`config.mk`:
```
export PLATFORM = sky130hd
export DESIGN_NAME = csfe_sqrt
export DESIGN_NICKNAME = d
export VERILOG_FILES = /design/src/rtl/core/csfe_pkg.sv /design/src/rtl/core/csfe_sqrt.sv
export SDC_FILE = /design/constraint.sdc
export NUM_CORES = 1
export LEC_CHECK = 0
export ABC_AREA = 1
export ABC_CLOCK_PERIOD_IN_PS = 4400
export BUFFER_PORTS_ARGS = -buffer_cell sky130_fd_sc_hd__clkbuf_2
export CAP_MARGIN = 10
export CORE_MARGIN = 3
export CORE_UTILIZATION = 55
export CTS_BUF_LIST = sky130_fd_sc_hd__clkbuf_8
export DETAILED_ROUTE_END_ITERATION = 10
export HOLD_SLACK_MARGIN = 0.1
export MAX_ROUTING_LAYER = met4
export PLACE_DENSITY = 0.8
export SLEW_MARGIN = 20
export SYNTH_ARGS = -nofsm -noshare
export SYNTH_HDL_FRONTEND = slang
export SYNTH_SLANG_ARGS = --single-unit
```
`constraint.sdc`:
```
create_clock -name clock -period 4.4 [get_ports clock]
set_input_delay 0.22 -clock clock [delete_from_list [all_inputs] [get_ports clock]]
set_output_delay 0.22 -clock clock [all_outputs]
set_load 0.02 [all_outputs]
```
`src/rtl/core/csfe_pkg.sv`:
```
`default_nettype none
// ----------------------------------------------------------------------------
// Cloth spring force evaluator: shared package
// Types, register indexes, request codes and fixed constants used by the
// evaluator core and its arithmetic units.
// ----------------------------------------------------------------------------
package csfe_pkg;

   // Stream payload widths, padded to whole bytes.
   localparam int REQ_DATA_W = 216;
   localparam int RSP_DATA_W = 208;

   // Fixed arithmetic constants.
   localparam logic [19:0] GRAVITY_Q = 20'd642908;
   localparam logic [45:0] TERM_MAX  = {46{1'b1}};
   localparam logic [30:0] MASS_MIN  = 31'd65536;
   localparam logic [5:0]  SQRT_STEPS = 6'd32;
   localparam logic [5:0]  UDIV_STEPS = 6'd17;
   localparam logic [5:0]  ADIV_STEPS = 6'd32;
   localparam logic [5:0]  RCDIV_STEPS = 6'd10;
   localparam logic [3:0]  NB_LAST = 4'd11;

   // Register defaults.
   localparam logic [5:0]  SIDE_RST   = 6'd8;
   localparam logic [30:0] SPRING_RST = 31'd65536000;
   localparam logic [30:0] DRAG_RST   = 31'd655360;
   localparam logic [30:0] MASS_RST   = 31'd983040;
   localparam logic [30:0] REST_RST   = 31'd52429;
   localparam logic [30:0] SPACE_RST  = 31'd52429;

   typedef enum logic [2:0] {
      CSR_SIDE    = 3'd0,
      CSR_SPRING  = 3'd1,
      CSR_DRAG    = 3'd2,
      CSR_MASS    = 3'd3,
      CSR_REST    = 3'd4,
      CSR_SPACING = 3'd5,
      CSR_WIND    = 3'd6
   } csr_index_type;

   typedef enum logic {
      CMD_LOAD = 1'b0,
      CMD_EVAL = 1'b1
   } cmd_type;

   typedef enum logic [4:0] {
      ST_IDLE,
      ST_RD_SELF,
      ST_CAP_SELF,
      ST_DRAG,
      ST_GRAV,
      ST_SH_SQ,
      ST_SH_GO,
      ST_SH_WAIT,
      ST_RC_GO,
      ST_RC_WAIT,
      ST_NB_SEL,
      ST_NB_DIFF,
      ST_NB_SQ,
      ST_NB_RT_GO,
      ST_NB_RT_WAIT,
      ST_NB_ERR,
      ST_NB_T1,
      ST_NB_T2,
      ST_NB_U_GO,
      ST_NB_U_WAIT,
      ST_NB_MLO,
      ST_NB_MHI,
      ST_NB_ACC,
      ST_ACC_GO,
      ST_ACC_WAIT,
      ST_FINISH
   } state_type;

   typedef struct packed {
      logic        start;
      logic [63:0] radicand;
   } sqrt_req_type;

   typedef struct packed {
      logic        done;
      logic [31:0] root;
   } sqrt_rsp_type;

   typedef struct packed {
      logic        start;
      logic [31:0] divisor;
      logic [31:0] rem_init;
      logic [31:0] low_init;
      logic [5:0]  count;
   } div_req_type;

   typedef struct packed {
      logic        done;
      logic [31:0] quot;
      logic [31:0] rmd;
   } div_rsp_type;

   // Neighbor row and column offsets: structural, shear, then flex.
   function automatic logic signed [2:0] nb_dr(input logic [3:0] k);
      logic signed [2:0] r;
      case (k)
         4'd0, 4'd4, 4'd5: r = -3'sd1;
         4'd1, 4'd6, 4'd7: r = 3'sd1;
         4'd8:             r = -3'sd2;
         4'd9:             r = 3'sd2;
         default:          r = 3'sd0;
      endcase
      return r;
   endfunction

   function automatic logic signed [2:0] nb_dc(input logic [3:0] k);
      logic signed [2:0] r;
      case (k)
         4'd2, 4'd4, 4'd6: r = -3'sd1;
         4'd3, 4'd5, 4'd7: r = 3'sd1;
         4'd10:            r = -3'sd2;
         4'd11:            r = 3'sd2;
         default:          r = 3'sd0;
      endcase
      return r;
   endfunction

endpackage
`default_nettype wire

```
`src/rtl/core/csfe_sqrt.sv`:
```
`default_nettype none
// ----------------------------------------------------------------------------
// Iterative integer square root
// Floor square root of a 64-bit value, one result bit per cycle.
// ----------------------------------------------------------------------------
module csfe_sqrt (
   input  wire logic                   clock,
   input  wire logic                   reset,
   input  wire csfe_pkg::sqrt_req_type req,
   output csfe_pkg::sqrt_rsp_type      rsp
);
   import csfe_pkg::*;

   logic [63:0] rad_ff, rad_in;
   logic [33:0] rem_ff, rem_in;
   logic [31:0] root_ff, root_in;
   logic [5:0]  cnt_ff, cnt_in;
   logic        busy_ff, busy_in;
   logic        done_ff, done_in;
   logic [35:0] rem_sh;
   logic [35:0] trial;
   logic [35:0] rem_sub;

   // One restoring step: bring down two bits and try the next root bit.
   always_comb begin
      rem_sh  = {rem_ff, rad_ff[63:62]};
      trial   = {2'b00, root_ff, 2'b01};
      rem_sub = rem_sh - trial;
      rad_in  = rad_ff;
      rem_in  = rem_ff;
      root_in = root_ff;
      cnt_in  = cnt_ff;
      busy_in = busy_ff;
      done_in = 1'b0;
      if (req.start) begin
         rad_in  = req.radicand;
         rem_in  = '0;
         root_in = '0;
         cnt_in  = SQRT_STEPS;
         busy_in = 1'b1;
      end else if (busy_ff) begin
         rad_in = {rad_ff[61:0], 2'b00};
         if (rem_sh >= trial) begin
            rem_in  = rem_sub[33:0];
            root_in = {root_ff[30:0], 1'b1};
         end else begin
            rem_in  = rem_sh[33:0];
            root_in = {root_ff[30:0], 1'b0};
         end
         cnt_in = cnt_ff - 6'd1;
         if (cnt_ff == 6'd1) begin
            busy_in = 1'b0;
            done_in = 1'b1;
         end
      end
   end

   always_ff @(posedge clock) begin
      if (reset) begin
         busy_ff <= 1'b0;
         done_ff <= 1'b0;
         cnt_ff  <= '0;
      end else begin
         busy_ff <= busy_in;
         done_ff <= done_in;
         cnt_ff  <= cnt_in;
      end
   end

   always_ff @(posedge clock) begin
      rad_ff  <= rad_in;
      rem_ff  <= rem_in;
      root_ff <= root_in;
   end

   assign rsp.done = done_ff;
   assign rsp.root = root_ff;

endmodule
`default_nettype wire

```
# Word level (Yosys, flattened, before mapping)
# Cells that the tools add are included.
totals:
  reg_bits: 138
  in_bits: 67
  out_inout_bits: 33
  elab_cells: 25
op_classes:
  add_sub_neg: 2
  n_lt_le_gt_ge: 1
  eq_ne: 1
  muxes: 10
  bitwise_logic: 1
  reduce_logical: 3
op_table:
  columns: ["cell", "count"]
  rows:
  - ["$mux W64", 2]
  - ["$ge A36 B34 Y1", 1]
  - ["$mux W34", 1]
  - ["$sub A34 B34 Y34", 1]
  - ["$mux W6", 2]
  - ["$eq A6 B1 Y1 const B", 1]
  - ["$sub A6 B1 Y6 const B", 1]
  - ["$mux W1", 5]
  - ["$reduce_or A3 Y1", 1]
  - ["$reduce_bool A2 Y1", 1]
  - ["$reduce_or A2 Y1", 1]
  - ["$not A1 Y1", 1]

# Depth between registers and ports, before layout
depth:
  word_depth: 4
  mapped_depth: 17
  mapped_depth_nobuf: 17

# Worst setup path after synthesis
# Ideal clock, no wire load.
synth_timing:
  kind: "register to register"
  startpoint: "reg busy_ff"
  endpoint: "reg rad_ff[0], enable pin"
  setup_time_ns: 0.454
  arrival_ns: 2.593
  required_ns: 3.946
  setup_slack_ns: 1.353
  stages_incl_launch_ff: 5
  n_path_buf: 2
  period_less_slack_ns: 3.047
  cell_sequence: "dfxtp_1 -> buf_2 -> nor2_1 -> inv_1 -> clkbuf_1"
synth_via:
  elab_chain_cells: 1
synth_lines:
  columns: ["element", "line", "text"]
  rows:
  - ["start: declaration", "csfe_sqrt.sv:18", "logic busy_ff, busy_in;"]
  - ["start signal: assignment", "csfe_sqrt.sv:64", "busy_ff <= busy_in;"]
  - ["$reduce_bool A2 Y1 (no line)", null, null]
  - ["end signal: assignment", "csfe_sqrt.sv:71", "rad_ff <= rad_in;"]
  - ["end: declaration", "csfe_sqrt.sv:14", "logic [63:0] rad_ff, rad_in;"]
# Every way passes these cells.
# A chain may end at the register's enable or synchronous reset.

==> results.txt <==
DR vias - 7529
First-pass GRT wire length - 33800 um
Cell Rows - 43
CTS tree - built
Setup TNS - 0 ns
Worst Path Max Fanout - 31
Start point of the worst hold path - rem_ff[33]$_SDFFE_PP0P_
Fillers - 1176
Post-synth top area share - 0.238
Depth of the CTS H-tree - 4
Mean Syn Cell Area - 7.00 um^2
RSZ-0062 raised after global routing - no
Number of top-level pins - 100
Detail Placement HPWL - 13300 um
XOR/XNOR share of the synthesized area - 0.0228
Period utilization - 0.661
GR met3 Demand/Resource - 0.0502
Crit path from - busy_ff$_SDFF_PP0_
Simple-gate share of the synthesized area - 0.326
Initial antenna violation count - 0
Routed vias/inst - 5.02
Mux contribution to synthesized area - 0
Dominant cell type by area after synthesis - edfxtp_1
GP Congestion - 0.909
Synth-to-Final Area Change - 20.0%
Compound-Gate Fraction of Synth Area - 0.0670
Antenna cells - 0
Die area - 16200 um^2
Clk slew on worst S/H paths - 0.09 ns
Drt drc - 0
Nets - 1410
Vias in the first global route - 7270
GRT busiest layer - met2
Initial Util - 0.571
Routed len/inst - 13.6 um
Antenna viol nets, final - 0
Post-synth cell types - 41
Hold Fails Final Rpt - 0
Largest family of logic cells by synthesized area - simple AND/OR/NAND/NOR gates
Cell area after synthesis - 8080 um^2
Total GRT Usage - 0.267
Clock Skews - 0.0152 ns
Root Buffer - clkbuf_8
Mapped Nets - 1258
DRT iter0 DRCs - 519
PortBufs - 99
Crit path DAT - 3.25 ns
Crit path time final - 2.91 ns
Worst setup EP type - register
GR Util met1 - 0.322
WS Path Type - register to register
Status - finished clean
Critical R2R Launch - busy_ff$_SDFF_PP0_
Required @ worst endpoint - 4.74 ns
TritonCTS Buffers - 17
Grt ovf - 0
Met2 Use GR - 0.456
Hold Crit Class - register to register
Worst Tran Pin Value - 1.03 ns
Synth Area in Adders - 0.0557
Post-Syn Instances - 1155
Synth warn - 0
Internal reg-to-reg setup slack - 1.49 ns
DIE WIDTH - 127 um
Latest clock arrival within the worst-skew pair - 0.46 ns
Die height - 127 um
Post-CTS Repair Setup Buffers - 0
Headroom to the max-slew limit - 0.312
1st-pass router iterations - 5
Core Area - 14100 um^2
Register area share after synthesis - 0.421
Layout cells sized above 1 - 0.118
Top cells by area, synth - edfxtp_1 24%, nand2_1 22%, dfxtp_1 18%
Largest net degree at the start of global routing - 68
F_max - 0.344 GHz
Startpoint Class - register
Max-slew violations - 0
Synth Register Bits - 138
Final WL - 20400 um
Max cap viols - 0
Final setup fails - 0
Sink Count - 138
Bufs on Longest Clock Path - 2
-- layout make-up --
cell class / count / area [um^2] / area share
Multi-Input combinational cell: 797 / 3810 / 0.393
Tap cell: 180 / 225 / 0.0232
Sequential cell: 138 / 3400 / 0.351
Clock buffer: 17 / 234 / 0.0241
Timing Repair Buffer: 169 / 1180 / 0.122
Clock inverter: 14 / 149 / 0.0154
Inverter: 184 / 693 / 0.0715
-- cell usage after synthesis, drive strengths merged --
| master | n |
|---|---|
| a211oi | 1 |
| a21o | 1 |
| a21oi | 31 |
| a31oi | 1 |
| and2 | 1 |
| buf | 15 |
| clkbuf | 21 |
| dfxtp | 74 |
| edfxtp | 64 |
| ha | 36 |
| inv | 184 |
| nand2 | 482 |
| nand2b | 1 |
| nand3 | 62 |
| nand3b | 1 |
| nand4 | 7 |
| nor2 | 69 |
| nor3 | 7 |
| nor4 | 2 |
| o211ai | 1 |
| o21ai | 26 |
| o21bai | 4 |
| o22ai | 31 |
| or2 | 11 |
| or3 | 1 |
| xnor2 | 19 |
| xor2 | 2 |
-- registers in the layout (all words and copies together), names as in the netlist --
| signal | count |
|---|---|
| rem_ff | 34 |
| rad_ff | 64 |
| busy_ff | 1 |
| root_ff | 32 |
| done_ff | 1 |
| cnt_ff | 6 |
-- logic make-up (layout without fill, tap and decap cells) --
| group | count (synthesis) | in the layout |
|---|---|---|
| AND/OR/NAND/NOR | 644 | 644 |
| buffers and inverters | 220 | 384 |
| flip-flops | 138 | 138 |
| AO/OA/AOI/OAI | 96 | 96 |
| adder cells (fa/ha/maj) | 36 | 36 |
| XOR/XNOR | 21 | 21 |
-- metal layers --
layer  vias to the layer above  wire length, um
met3                        43             1010
met1                      3353             8810
met4                         0              465
li1                       3909                -
met5                         -                0
met2                       224            10100
-- timing repair --
item / in CTS / in global routing
hold endpoints to repair: 67 / 0
resized for setup: 0 / 0
hold buffers: 65 / 0
-- per-stage QoR --
stage,setup WS [ns],util,instances,instance area (um^2),hold WS [ns]
after floorplan,1.35,-,1155,8080,0.289
after global placement,1.71,0.612,1403,8660,0.422
after detailed placement,1.56,0.612,1403,8660,0.428
after CTS,1.56,0.685,1499,9700,0.469
after global routing,1.17,0.685,1499,9700,0.493
final,1.49,0.685,1499,9700,0.469
-- cells in the final DEF (no fill, tap or decap), types with 2 or more instances in the layout --
cell	n
buf_4	5
dfxtp_1	74
clkbuf_8	17
o21bai_1	4
o21ai_0	19
or2_1	8
nand3_1	60
xnor2_1	19
inv_1	181
nor2_2	6
a21oi_1	30
nand4_1	7
nor3_1	7
inv_2	2
inv_6	3
clkbuf_2	99
o22ai_1	31
nand2_2	5
or2_2	3
clkinvlp_4	2
o21ai_1	7
nand2_1	476
dlygate4sd3_1	65
bufinv_16	2
edfxtp_1	64
clkinv_4	4
nor2_1	62
xor2_1	2
clkinv_1	2
ha_1	36
-- worst max-delay path: stages, from the launching register on --
cell and delay [ns]:
dfxtp_1 0.71, inv_1 0.29, nor2_1 0.15, buf_4 0.36, clkinv_1 0.85, o22ai_1 0.42
-- worst paths after layout --
path | to | depth (start not counted)
max | root_ff[19]$_SDFFE_PP0P_ | 5
min | rem_ff[33]$_SDFFE_PP0P_ | 2
max reg2reg | root_ff[19]$_SDFFE_PP0P_ | 5
min reg2reg | rem_ff[33]$_SDFFE_PP0P_ | 2
Power is left out: the tool's default activity adds up to more than one toggle a clock period on the data nets, which glitch-free logic cannot reach.
