==> src/rtl/core/csfe_pkg.sv <==
`default_nettype none
// ----------------------------------------------------------------------------
// Cloth spring force evaluator: shared package
// Types, register indexes, request codes and fixed constants used by the
// evaluator core and its arithmetic units.
// ----------------------------------------------------------------------------
package csfe_pkg;

   // Stream payload widths, padded to whole bytes.
   localparam int REQ_DATA_W = 216;
   localparam int RSP_DATA_W = 208;

   // Fixed arithmetic constants.
   localparam logic [19:0] GRAVITY_Q = 20'd642908;
   localparam logic [45:0] TERM_MAX  = {46{1'b1}};
   localparam logic [30:0] MASS_MIN  = 31'd65536;
   localparam logic [5:0]  SQRT_STEPS = 6'd32;
   localparam logic [5:0]  UDIV_STEPS = 6'd17;
   localparam logic [5:0]  ADIV_STEPS = 6'd32;
   localparam logic [5:0]  RCDIV_STEPS = 6'd10;
   localparam logic [3:0]  NB_LAST = 4'd11;

   // Register defaults.
   localparam logic [5:0]  SIDE_RST   = 6'd8;
   localparam logic [30:0] SPRING_RST = 31'd65536000;
   localparam logic [30:0] DRAG_RST   = 31'd655360;
   localparam logic [30:0] MASS_RST   = 31'd983040;
   localparam logic [30:0] REST_RST   = 31'd52429;
   localparam logic [30:0] SPACE_RST  = 31'd52429;

   typedef enum logic [2:0] {
      CSR_SIDE    = 3'd0,
      CSR_SPRING  = 3'd1,
      CSR_DRAG    = 3'd2,
      CSR_MASS    = 3'd3,
      CSR_REST    = 3'd4,
      CSR_SPACING = 3'd5,
      CSR_WIND    = 3'd6
   } csr_index_type;

   typedef enum logic {
      CMD_LOAD = 1'b0,
      CMD_EVAL = 1'b1
   } cmd_type;

   typedef enum logic [4:0] {
      ST_IDLE,
      ST_RD_SELF,
      ST_CAP_SELF,
      ST_DRAG,
      ST_GRAV,
      ST_SH_SQ,
      ST_SH_GO,
      ST_SH_WAIT,
      ST_RC_GO,
      ST_RC_WAIT,
      ST_NB_SEL,
      ST_NB_DIFF,
      ST_NB_SQ,
      ST_NB_RT_GO,
      ST_NB_RT_WAIT,
      ST_NB_ERR,
      ST_NB_T1,
      ST_NB_T2,
      ST_NB_U_GO,
      ST_NB_U_WAIT,
      ST_NB_MLO,
      ST_NB_MHI,
      ST_NB_ACC,
      ST_ACC_GO,
      ST_ACC_WAIT,
      ST_FINISH
   } state_type;

   typedef struct packed {
      logic        start;
      logic [63:0] radicand;
   } sqrt_req_type;

   typedef struct packed {
      logic        done;
      logic [31:0] root;
   } sqrt_rsp_type;

   typedef struct packed {
      logic        start;
      logic [31:0] divisor;
      logic [31:0] rem_init;
      logic [31:0] low_init;
      logic [5:0]  count;
   } div_req_type;

   typedef struct packed {
      logic        done;
      logic [31:0] quot;
      logic [31:0] rmd;
   } div_rsp_type;

   // Neighbor row and column offsets: structural, shear, then flex.
   function automatic logic signed [2:0] nb_dr(input logic [3:0] k);
      logic signed [2:0] r;
      case (k)
         4'd0, 4'd4, 4'd5: r = -3'sd1;
         4'd1, 4'd6, 4'd7: r = 3'sd1;
         4'd8:             r = -3'sd2;
         4'd9:             r = 3'sd2;
         default:          r = 3'sd0;
      endcase
      return r;
   endfunction

   function automatic logic signed [2:0] nb_dc(input logic [3:0] k);
      logic signed [2:0] r;
      case (k)
         4'd2, 4'd4, 4'd6: r = -3'sd1;
         4'd3, 4'd5, 4'd7: r = 3'sd1;
         4'd10:            r = -3'sd2;
         4'd11:            r = 3'sd2;
         default:          r = 3'sd0;
      endcase
      return r;
   endfunction

endpackage
`default_nettype wire

==> src/rtl/core/csfe_div.sv <==
`default_nettype none
// ----------------------------------------------------------------------------
// Iterative restoring divider
// Shifts low dividend bits into a partial remainder, one quotient bit per
// cycle. The starting remainder must be below the divisor.
// ----------------------------------------------------------------------------
module csfe_div (
   input  wire logic                  clock,
   input  wire logic                  reset,
   input  wire csfe_pkg::div_req_type req,
   output csfe_pkg::div_rsp_type      rsp
);
   import csfe_pkg::*;

   logic [31:0] rem_ff, rem_in;
   logic [31:0] low_ff, low_in;
   logic [31:0] quot_ff, quot_in;
   logic [31:0] dvs_ff, dvs_in;
   logic [5:0]  cnt_ff, cnt_in;
   logic        busy_ff, busy_in;
   logic        done_ff, done_in;
   logic [32:0] rem_sh;
   logic [32:0] rem_sub;

   // Trial subtract of the divisor from the shifted remainder.
   always_comb begin
      rem_sh  = {rem_ff, low_ff[31]};
      rem_sub = rem_sh - {1'b0, dvs_ff};
      rem_in  = rem_ff;
      low_in  = low_ff;
      quot_in = quot_ff;
      dvs_in  = dvs_ff;
      cnt_in  = cnt_ff;
      busy_in = busy_ff;
      done_in = 1'b0;
      if (req.start) begin
         rem_in  = req.rem_init;
         low_in  = req.low_init;
         quot_in = '0;
         dvs_in  = req.divisor;
         cnt_in  = req.count;
         busy_in = 1'b1;
      end else if (busy_ff) begin
         low_in = {low_ff[30:0], 1'b0};
         if (rem_sh >= {1'b0, dvs_ff}) begin
            rem_in  = rem_sub[31:0];
            quot_in = {quot_ff[30:0], 1'b1};
         end else begin
            rem_in  = rem_sh[31:0];
            quot_in = {quot_ff[30:0], 1'b0};
         end
         cnt_in = cnt_ff - 6'd1;
         if (cnt_ff == 6'd1) begin
            busy_in = 1'b0;
            done_in = 1'b1;
         end
      end
   end

   always_ff @(posedge clock) begin
      if (reset) begin
         busy_ff <= 1'b0;
         done_ff <= 1'b0;
         cnt_ff  <= '0;
      end else begin
         busy_ff <= busy_in;
         done_ff <= done_in;
         cnt_ff  <= cnt_in;
      end
   end

   always_ff @(posedge clock) begin
      rem_ff  <= rem_in;
      low_ff  <= low_in;
      quot_ff <= quot_in;
      dvs_ff  <= dvs_in;
   end

   assign rsp.done = done_ff;
   assign rsp.quot = quot_ff;
   assign rsp.rmd  = rem_ff;

endmodule
`default_nettype wire

==> config.mk <==
export PLATFORM = sky130hd
export DESIGN_NAME = csfe_div
export DESIGN_NICKNAME = d
export VERILOG_FILES = /design/src/rtl/core/csfe_pkg.sv /design/src/rtl/core/csfe_div.sv
export SDC_FILE = /design/constraint.sdc
export NUM_CORES = 1
export LEC_CHECK = 0
export ABC_CLOCK_PERIOD_IN_PS = 5700
export BUFFER_PORTS_ARGS = -buffer_cell sky130_fd_sc_hd__buf_2
export CAP_MARGIN = 20
export CORE_ASPECT_RATIO = 1.4
export CORE_UTILIZATION = 30
export DETAILED_ROUTE_END_ITERATION = 12
export PLACE_DENSITY = 0.46
export RECOVER_POWER = 100
export SYNTH_ARGS = -nofsm -noshare
export SYNTH_HDL_FRONTEND = slang
export SYNTH_SLANG_ARGS = --single-unit
==> constraint.sdc <==
create_clock -name clock -period 5.7 [get_ports clock]
set_input_delay 1.71 -clock clock [delete_from_list [all_inputs] [get_ports clock]]
set_output_delay 1.71 -clock clock [all_outputs]
set_load 0.02 [all_outputs]
* After elaboration in Yosys (flattened, before gate mapping)
Cells that the tools add are included.
Storage, ports and cells: register bits after elaboration 136, word-level logic and storage cells 26, input port bits 105, output and inout bits 65
Cells by class: add/subtract/negate cells 2, bitwise operators 1, reductions and logical operators 2, equality and inequality tests 1, $lt $le $gt $ge 1, muxes and demuxes 12
Operators by type and width (number):
- $mux 32 | 5
- $ge 33x32->1 | 1
- $sub 32x32->32 | 1
- $mux 6 | 2
- $eq 6x1->1 const B | 1
- $sub 6x1->6 const B | 1
- $mux 1 | 5
- $reduce_or 3->1 | 1
- $reduce_bool 2->1 | 1
- $not 1->1 | 1

* Longest topological paths before layout
Gate-level depths: netlist of the first run.
word-level depth 4, gate-level depth with buffers 14, mapped depth without buffers 12

* Worst setup path before layout of the first run
No wires, ideal clock.
path kind input port to flip-flop, start point input req[102] (netlist bit), end point register low_ff[0], enable pin, data arrival time 3.125 ns, path buffers 2, stages on the path 3, library setup time 0.394 ns, slack 2.181 ns, data required time 5.306 ns, cell sequence clkbuf_1 > clkbuf_1 > or2_2
On the way: longest elaborated chain between the ends 1
Ends and longest elaborated chain:
- start: declaration | line csfe_div.sv:10 | input wire csfe_pkg::div_req_type req,
- $reduce_bool 2->1 (no source line)
- end signal: assignment | line csfe_div.sv:74 | low_ff <= low_in;
- end: declaration | line csfe_div.sv:16 | logic [31:0] low_ff, low_in;
No other way between the ends. A chain may end at the register's enable or synchronous reset.

* Final worst setup path of the first run
start point input req[102] (netlist bit), end point register rem_ff[28], data pin
On the way: longest elaborated chain between the ends 1
Ends and longest elaborated chain:
- $mux 32 | line csfe_div.sv:36 | if (req.start) begin
- via rem_in[28] | line csfe_div.sv:15 | logic [31:0] rem_ff, rem_in;
- end signal: assignment | line csfe_div.sv:73 | rem_ff <= rem_in;
- end: declaration | line csfe_div.sv:15
The timed path passes the listed nets, and every way through them passes these cells.

==> results of run 1 <==
## registers in the layout, summed over array words and instances, names as in the netlist
signal	cells
rem_ff	32
low_ff	32
done_ff	1
busy_ff	1
dvs_ff	32
quot_ff	32
cnt_ff	6
## layout make-up
cell class	instances	area, um2	area share, %
Antenna cell	2	5.00	0.0556
Clock buffer	26	499	5.55
Clock inverter	6	38.8	0.431
Inverter	45	169	1.88
Multi-Input combinational cell	484	3400	37.8
Sequential cell	136	3680	40.9
Tap cell	310	388	4.31
Timing Repair Buffer	177	812	9.02
## metrics by stage
stage | util [%] | instances | area [um2] | setup WS (ps) | total power [mW]
after floorplan | - | 701 | 7440 | 2180 | 2.37
after global placement | 35.4 | 1152 | 8550 | 1760 | 2.75
after detailed placement | 35.4 | 1152 | 8550 | 1740 | 2.74
after CTS | 37.7 | 1184 | 9090 | 2200 | 3.79
after global routing | 37.3 | 1184 | 8990 | 1520 | 3.96
final | 37.3 | 1186 | 9000 | 1770 | 3.71
## kinds of logic (layout without fill, tap and decap cells)
group                    after synthesis  count (layout)  synth area share (%)
buffers and inverters                 81             254                  4.74
XOR/XNOR                              22              22                  2.59
other                                  0               2                     0
AO/OA/AOI/OAI                        151             151                  14.2
adder cells (fa/ha/maj)               35              35                  5.99
multiplexers                          69              69                  9.82
flip-flops                           136             136                  49.5
AND/OR/NAND/NOR                      207             207                  13.2
## layout by cell type (no fill, tap or decap), drive strengths merged, types with 4 or more instances in the layout
cell / count
clkbuf: 95
and3: 8
o21ai: 23
edfxtp: 96
ha: 34
o21a: 5
mux2: 32
a21o: 15
a2bb2oi: 5
nor2: 72
o21bai: 5
xnor2: 12
a21oi: 40
buf: 108
inv: 49
nand2: 59
nand4: 7
o211ai: 9
a211oi: 6
a221o: 5
or3: 8
nand3: 14
nor4: 4
and2: 5
a31oi: 19
xor2: 10
dfxtp: 40
nor3: 14
mux2i: 37
## tightest hold or removal path: stages (launching register included)
cell and delay, ps:
dfxtp_1 320, mux2i_1 60, nor2_1 70
## layer usage
layer	GRT usage, %	up-vias	part of all wire, %
met2	27.2	155	49
li1	-	2887	-
met5	0	-	0.38
met4	5.96	12	1.5
met1	18.3	2735	42
met3	5.86	30	7.0
## report_power, final
part | total [mW] | leakage, nW | switching [mW] | internal [mW]
logic | 1.38 | 2.16 | 0.867 | 0.514
clock network | 1.02 | 0.270 | 0.420 | 0.603
registers | 1.31 | 1.28 | 0.0867 | 1.22
total | 3.71 | 3.71 | 1.37 | 2.34
## worst max-delay path by stage
stage / to / slack (ps)
finish: rem_ff[28] / 1770
global route: rem_ff[19] / 1520
CTS: rem_ff[8] / 2200
detailed placement: rem_ff[8] / 1740
global placement: rem_ff[8] / 1760
floorplan: low_ff[0] / 2180
==> flow_summary_export.csv, run 1 <==
group,metric,value,unit
outcome,status,"finished, violations left",
outcome,violations,"max-capacitance violations, max-slew violations",
setup_path,critPathCaptureType,"flop",
setup_path,crit_cells,4,
synth,syn_area,0.00744,mm2
clock_tree,clock_sinks,136,
detailed_routing,drt-pass1-iter-count,4,
place,portBuffers,169,
synth,yosys-top-cells-count,"edfxtp_1, nor2_1, nand2_1, inv_1, dfxtp_1",
setup_path,critical_path.startpoint,"req[102]",
clock_tree,ctsHoldBuffers,0,
synth,synth_warnings,0,
detailed_routing,viasPerCell,4.91,
synth,netlist_top_cells_area,"edfxtp_1, dfxtp_1, ha_1",
clock_tree,htreeDepth,4,
setup_path,crit_buf_inv,2,
timing,fin_crit_sh,68.9,%
die,dieArea,0.0254,mm2
global_routing,grt_pass1_vias,5868,
global_routing,grt_antenna_before_repair,8,
timing,post-route-min-period,3930,ps
hold_path,min_from,"quot_ff[31]",
clock_tree,cts_setup_buffers,0,
setup_path,crit_path_max_incr_delay,1300,ps
detailed_routing,drc,0,
place,dpl.hpwl,14.4,mm
timing,fin_setup_tns,0,ps
die,die_w,135,um
clock_tree,numCtsBuffers,17,
global_routing,grt_pass1_wl,31.2,mm
clock_tree,clk_pin_slew,60,ps
clock_tree,ctsLongestPathBuffers,2,
timing,fmax,255,MHz
cells_and_area,nNetsFinal,1001,
synth,synth_area_per_cell,10.6,um2
cells_and_area,syn2layout_area_growth,21.0,%
synth,ys_types,66,
setup_path,rr_startpoint,"rem_ff[15]",
clock_tree,post_cts_resized,0,
setup_path,critical-path-top-delay-family,"buffers and inverters",
die,floorplan.initialDensity,30.8,%
synth,synthesis.nets,841,
clock_tree,root_buffer,"clkbuf_16",
hold_path,hp-class,"flop to flop",
job,max-cap-violations,1,
setup_path,worstPathRequired,5860,ps
synth,ys.flop_type,"edfxtp_1",
synth,netlist_instances,701,
hold_path,min_to,"quot_ff[31]",
global_routing,grt_use_total,16.1,%
detailed_routing,wl,19.9,mm
timing,rsz0062_at_grt,"no",
setup_path,crit_chain,"buf_4, clkbuf_1, nor4_1, or3_1",
synth,ys_seq_area_share,49.5,%
timing,maxSlewHeadroom,-13.8,%
setup_path,crit_path_top_delay_cell,"clkbuf_1",
detailed_routing,ant_nets,0,
cells_and_area,num-fill-cells,2567,
power,p_leak,3.71,nW
die,rows,67,
setup_path,critPathMaxFanout,51,
power,peakVddDrop,245,uV
die,pin_count,170,
power,p_per_area,413,mW/mm2
setup_path,critPathKind,"input pin to flop",
synth,async_flop_share,0,%
clock_tree,clk_latency,430,ps
timing,slew_violations,35,
timing,finalSetupViolations,0,
timing,finalHoldViolations,0,
place,routabilityCongestion,0.801,
setup_path,startpoint_type,"input pin",
timing,worst_slew_pin_slew,1710,ps
detailed_routing,drt_iter0_drc,305,
global_routing,grt_max_degree,54,
setup_path,arrival,4090,ps
synth,synth_edf_count,96,
detailed_routing,vias,5819,
die,die_height,188,um
synth,synth_top_area_share,38.8,%
hold_path,worstHoldPathCells,2,
setup_path,r2r_setup_slack,1880,ps
die,core_area,0.0241,mm2
global_routing,grt-ovfl-total,0,
synth,synth_most_common_cell,"edfxtp_1",
synth,synth_top_cell_by_area,"edfxtp_1",
timing,hold_slack,496,ps
setup_path,r2r_cells,10,
setup_path,reg2reg_to,"rem_ff[19]",
synth,synth_seq_cells,136,
timing,finalClockSkew,12.3,ps
detailed_routing,avgRoutedWirePerCell,16.8,um
cells_and_area,drive_above_1_share,20.8,%
clock_tree,cts_tree,"yes",
(Power assumes the default switching activity.)
==> run 2: changes to the inputs <==
--- a/config.mk
+++ b/config.mk
@@ -5,7 +5,8 @@
 export SDC_FILE = /design/constraint.sdc
 export NUM_CORES = 1
 export LEC_CHECK = 0
-export ABC_CLOCK_PERIOD_IN_PS = 5700
+export ABC_AREA = 1
+export ABC_CLOCK_PERIOD_IN_PS = 3700
 export BUFFER_PORTS_ARGS = -buffer_cell sky130_fd_sc_hd__buf_2
 export CAP_MARGIN = 20
 export CORE_ASPECT_RATIO = 1.4
==> constraint.sdc (replaced) <==
create_clock -name clock -period 3.7 [get_ports clock]
set_input_delay 1.11 -clock clock [delete_from_list [all_inputs] [get_ports clock]]
set_output_delay 1.11 -clock clock [all_outputs]
set_load 0.02 [all_outputs]
==> run 2 against run 1 <==
Against the previous run: the run still ends with max-capacitance violations, max-slew violations left; via count rose by 25%; largest cell class is now multi-input gates; first-iteration DRC count fell by 5.2%; final cell count rose by 40%; largest power group unchanged; global-route usage rose by 1.8 points; clock power rose by 76%; critical endpoint is now rem_ff[24]; non-clock buffer count fell by 2.
==> flow_summary_export.csv, run 2 <==
group,metric,value,unit
outcome,status,"finished, violations left",
outcome,violations,"max-capacitance violations, max-slew violations",
setup_path,crit_buf_inv,1,
cells_and_area,most-common-layout-cells,"nand2_1, inv_1, buf_2",
synth,yosys-top-cells-count,"nand2_1, inv_1, edfxtp_1, nand3_1, nor2_1",
die,die_w,143,um
global_routing,grt-ovfl-total,0,
die,core_area,0.0276,mm2
timing,fin_crit_sh,78.1,%
clock_tree,root_buffer,"clkbuf_16",
synth,async_flop_share,0,%
setup_path,cp_common_cell,"nand2_1",
synth,netlist_top_cells_area,"edfxtp_1, nand2_1, dfxtp_1",
die,pin_count,170,
clock_tree,ctsLongestPathBuffers,2,
power,power_frac_comb,34.2,%
global_routing,grt_antenna_before_repair,0,
timing,fin_setup_tns,0,ps
synth,synthesis.nets,1258,
global_routing,grt_pass1_wl,38.6,mm
setup_path,crit_path_max_incr_delay,420,ps
detailed_routing,wl,24.3,mm
global_routing,grt_max_degree,67,
power,p_per_area,564,mW/mm2
power,peakVddDrop,354,uV
place,dpl.hpwl,18.5,mm
die,rows,72,
clock_tree,clk_latency,440,ps
timing,post-route-min-period,2890,ps
setup_path,crit_path_top_delay_cell,"edfxtp_1",
synth,ys.flop_type,"edfxtp_1",
place,portBuffers,169,
power,power_frac_clock,31.8,%
clock_tree,htreeDepth,4,
synth,synth_edf_count,96,
timing,fmax,346,MHz
synth,synth_area_per_cell,7.50,um2
global_routing,grt_use_total,17.9,%
cells_and_area,drive_above_1_share,13.4,%
detailed_routing,ant_nets,0,
detailed_routing,avgRoutedWirePerCell,14.6,um
synth,synth_top_area_share,34.4,%
cells_and_area,nNetsFinal,1421,
place,routabilityCongestion,0.885,
hold_path,hp-class,"flop to flop",
power,p_int,3.51,mW
die,die_height,200,um
detailed_routing,vias,7285,
timing,finalSetupViolations,0,
clock_tree,numCtsBuffers,17,
cells_and_area,layout_commonest_cell,"nand2_1",
detailed_routing,drc,0,
setup_path,startpoint_type,"flop",
global_routing,grt_pass1_vias,7480,
timing,finalClockSkew,12.6,ps
synth,synth_seq_cells,136,
power,p_switching,2.15,mW
synth,ys_types,40,
timing,rsz0062_at_grt,"no",
setup_path,crit_chain,"ha_1, nand2_1, inv_1, nand2_1, nand2_1, nand2_1, nand3_1, nand2_1, nand2_1, nand2_4, nand2_8, nand2_1, nand3_1, nand2_1",
power,p_leak,4.95,nW
timing,worst_slew_pin_slew,1700,ps
synth,ys_seq_area_share,43.9,%
timing,slew_violations,35,
synth,netlist_instances,1118,
setup_path,worstPathRequired,4000,ps
setup_path,critPathCaptureType,"flop",
synth,synth_warnings,0,
clock_tree,post_cts_resized,0,
synth,synth_top_cell_by_area,"edfxtp_1",
detailed_routing,viasPerCell,4.38,
timing,finalHoldViolations,0,
timing,hold_slack,461,ps
die,floorplan.initialDensity,30.4,%
detailed_routing,drt_iter0_drc,289,
clock_tree,cts_setup_buffers,0,
synth,syn_area,0.00839,mm2
setup_path,critPathMaxFanout,33,
clock_tree,clock_sinks,136,
detailed_routing,drt-pass1-iter-count,5,
power,p_seq_share,34.0,%
setup_path,arrival,3190,ps
setup_path,critPathKind,"flop to flop",
cells_and_area,syn2layout_area_growth,19.7,%
clock_tree,ctsHoldBuffers,0,
timing,maxSlewHeadroom,-13.5,%
job,max-cap-violations,1,
die,dieArea,0.0286,mm2
synth,synth_most_common_cell,"nand2_1",
cells_and_area,antennaDiodeCount,0,
clock_tree,cts_tree,"yes",
power,switching_share,38.0,%
clock_tree,clk_pin_slew,70,ps
setup_path,critical-path-top-delay-family,"simple AND/OR/NAND/NOR gates",
## run 2: worst min-delay path, delay by kind of cell, from the launching register on
kind             cells  cell delay [ps]
AO/OA/AOI/OAI        1               50
flip-flops           1              330
AND/OR/NAND/NOR      1               50
## run 2: kinds of logic after synthesis
kind of cell	Yosys count	synth area share, %
AOI/OAI and AO/OA	67	4.80
xor gates and xnor gates	14	1.46
adders and majority gates	35	5.31
buffers and inverters	242	11.8
DFF	136	43.9
and+or+nand+nor	624	32.7
## run 2: layer usage
layer,wire length (um),track usage (%),vias to the layer above
met5,0,0,-
met4,447,6.26,0
met3,1130,3.46,21
met2,12800,33.8,146
met1,9980,19.7,3285
li1,-,-,3833
## run 2: final cells by class
| type | instances | area (um2) |
|---|---|---|
| clock inverters | 13 | 148 |
| well taps | 370 | 463 |
| multi-input cells | 740 | 3690 |
| flip-flops and latches | 136 | 3680 |
| clock buffers | 19 | 464 |
| inverters | 211 | 793 |
| repair buffers | 175 | 801 |
| fillers | 3094 | 17500 |
## run 2: power by group through the flow
| stage | sequential, mW | combinational [mW] | clock (mW) |
|---|---|---|---|
| after floorplan | 2.04 | 1.39 | 0 |
| after global placement | 1.95 | 2.01 | 0 |
| after detailed placement | 1.96 | 2.01 | 0 |
| after CTS | 1.92 | 2.02 | 1.86 |
| after global routing | 1.95 | 2.22 | 1.90 |
| final | 1.93 | 1.94 | 1.80 |
## run 2: final timing paths
check | from | endpoint | slack (ps) | cells after the start
max | rem_ff[2] | rem_ff[24] | 810 | 14
min | quot_ff[31] | quot_ff[31] | 460 | 2
max reg2reg | rem_ff[2] | rem_ff[24] | 810 | 14
min reg2reg | quot_ff[31] | quot_ff[31] | 460 | 2
## run 2: stage by stage
stage | utilization (%) | instances | instance area, um2 | setup slack, ps | power (mW)
floorplan | - | 1118 | 8390 | 773 | 3.43
global placement | 34.7 | 1632 | 9560 | 939 | 3.96
detailed placement | 34.7 | 1632 | 9560 | 952 | 3.96
CTS | 36.9 | 1664 | 10200 | 944 | 5.80
global route | 36.4 | 1664 | 10000 | 520 | 6.07
finish | 36.4 | 1664 | 10000 | 810 | 5.66
==> run 3: changes to the inputs <==
--- a/config.mk
+++ b/config.mk
@@ -6,7 +6,7 @@
 export NUM_CORES = 1
 export LEC_CHECK = 0
 export ABC_AREA = 1
-export ABC_CLOCK_PERIOD_IN_PS = 3700
+export ABC_CLOCK_PERIOD_IN_PS = 2900
 export BUFFER_PORTS_ARGS = -buffer_cell sky130_fd_sc_hd__buf_2
 export CAP_MARGIN = 20
 export CORE_ASPECT_RATIO = 1.4
==> constraint.sdc (replaced) <==
create_clock -name clock -period 2.9 [get_ports clock]
set_input_delay 0.87 -clock clock [delete_from_list [all_inputs] [get_ports clock]]
set_output_delay 0.87 -clock clock [all_outputs]
set_load 0.02 [all_outputs]
==> run 3 against run 2 <==
Against the previous run: the run now ends clean; largest power group unchanged; critical path type unchanged; flip-flop and latch count unchanged; clock skew decreased by 0.52 ps; power increased by 27%.
==> flow_summary_export.csv, run 3 (same netlist as run 2, synthesis figures left out) <==
group,metric,value,unit
power,p_per_area,713,mW/mm2
timing,slew_violations,0,
die,die_w,143,um
global_routing,grt-ovfl-total,0,
detailed_routing,drt-pass1-iter-count,6,
detailed_routing,wl,24.4,mm
clock_tree,numCtsBuffers,17,
power,p_leak,4.98,nW
hold_path,min_from,"quot_ff[31]",
setup_path,startpoint_type,"flop",
power,peakVddDrop,374,uV
timing,maxSlewHeadroom,4.03,%
setup_path,critPathCaptureType,"flop",
cells_and_area,seqCellArea,0.00368,mm2
place,dpl-instance-area,0.00960,mm2
detailed_routing,vias,7462,
job,max-cap-violations,0,
timing,finalClockSkew,12.1,ps
cells_and_area,nNetsFinal,1428,
global_routing,grt_use_total,17.8,%
cells_and_area,layout_commonest_cell,"nand2_1",
setup_path,r2r_cells,16,
global_routing,grt_max_degree,60,
cells_and_area,syn2layout_area_growth,19.8,%
setup_path,critPathKind,"flop to flop",
clock_tree,cts_setup_buffers,0,
setup_path,critical-path-top-delay-family,"simple AND/OR/NAND/NOR gates",
detailed_routing,viasPerCell,4.47,
place,place_ws,236,ps
hold_path,min_to,"quot_ff[31]",
timing,fin_crit_sh,91.8,%
place,dpl.hpwl,18.9,mm
place,routabilityCongestion,0.906,
place,placed_cells,1639,
clock_tree,cts_tree,"yes",
outcome,status,"completed",
timing,worst_slew_pin_slew,1440,ps
cells_and_area,final_core_util,36.5,%
die,core_area,0.0276,mm2
die,dieArea,0.0286,mm2
setup_path,crit_path_top_delay_cell,"edfxtp_1",
timing,hold_slack,471,ps
setup_path,crit_path_max_incr_delay,440,ps
clock_tree,clk_pin_slew,70,ps
cells_and_area,fin_cells,1671,
timing,rsz0062_at_grt,"no",
setup_path,critPathMaxFanout,12,
timing,fin_setup_tns,0,ps
clock_tree,clock_sinks,136,
die,die_height,200,um
clock_tree,ctsHoldBuffers,0,
die,pin_count,170,
setup_path,worstPathRequired,3090,ps
cells_and_area,design_area,0.0101,mm2
hold_path,worstHoldPathCells,2,
timing,post-route-min-period,2660,ps
setup_path,crit_buf_inv,4,
detailed_routing,drt_iter0_drc,337,
clock_tree,clk_latency,440,ps
hold_path,hp-class,"flop to flop",
setup_path,arrival,2860,ps
timing,fmax,375,MHz
setup_path,crit_chain,"ha_1, nand2_1, inv_2, nand2_1, nand2_1, clkinv_1, nand3_2, nand2_2, nand2_2, nand2_4, buf_4, nand3_1, nand2_1, clkinv_1, nand2_1, nand2_1",
die,rows,72,
place,portBuffers,169,
setup_path,r2r_setup_slack,240,ps
clock_tree,ctsLongestPathBuffers,2,
detailed_routing,avgRoutedWirePerCell,14.6,um
setup_path,cp_common_cell,"nand2_1",
global_routing,grt_antenna_before_repair,1,
timing,finalHoldViolations,0,
detailed_routing,drc,0,
timing,layout_setup_ws,237,ps
cells_and_area,most-common-layout-cells,"nand2_1, inv_1, buf_2",
power,p_total,7.17,mW
die,floorplan.initialDensity,30.4,%
setup_path,rr_startpoint,"rem_ff[7]",
cells_and_area,antennaDiodeCount,0,
clock_tree,htreeDepth,4,
clock_tree,post_cts_resized,0,
detailed_routing,ant_nets,0,
cells_and_area,multiInputGateArea,0.00369,mm2
cells_and_area,num-fill-cells,3081,
global_routing,grt_pass1_wl,38.8,mm
cells_and_area,drive_above_1_share,14.1,%
clock_tree,root_buffer,"clkbuf_16",
timing,finalSetupViolations,0,
setup_path,reg2reg_to,"rem_ff[28]",
global_routing,grt_pass1_vias,7379,
-- run 3: layout make-up --
cell class | count | share of cell area (%)
multi-input cells | 740 | 36.7
clock inverters | 12 | 1.05
inverters | 211 | 7.89
repair buffers | 182 | 8.40
flip-flops and latches | 136 | 36.6
well taps | 370 | 4.61
clock buffers | 20 | 4.66
-- run 3: how the worst max path moves through the flow --
stage	from	end	slack [ps]	cells after the start
final	rem_ff[7]	rem_ff[28]	240	16
after global routing	rem_ff[7]	rem_ff[28]	80	16
after CTS	rem_ff[7]	rem_ff[26]	230	16
after detailed placement	rem_ff[7]	rem_ff[28]	240	16
after global placement	rem_ff[7]	rem_ff[28]	210	16
after floorplan	req[102]	low_ff[0]	210	4
-- run 3: where the power goes --
part	switching, mW	internal, mW
Sequential	0.117	2.34
Combinational	1.68	0.867
Clock	0.960	1.20
-- run 3: per-layer routing --
| metal | global-route usage (%) | vias up | routed length, um |
|---|---|---|---|
| met4 | 6.15 | 0 | 491 |
| met2 | 32.6 | 171 | 12700 |
| met1 | 20.1 | 3419 | 10100 |
| met3 | 4.03 | 24 | 1130 |
| met5 | 0 | - | 0 |
| li1 | - | 3848 | - |
-- run 3: worst reg2reg max path: stages, from the launching register on --
cell and delay (ps):
edfxtp_1 440, ha_1 400, nand2_1 180, inv_2 40, nand2_1 50, nand2_1 100, clkinv_1 70, nand3_2 150
nand2_2 130, nand2_2 90, nand2_4 200, buf_4 240, nand3_1 100, nand2_1 80, clkinv_1 60, nand2_1 50
nand2_1 40
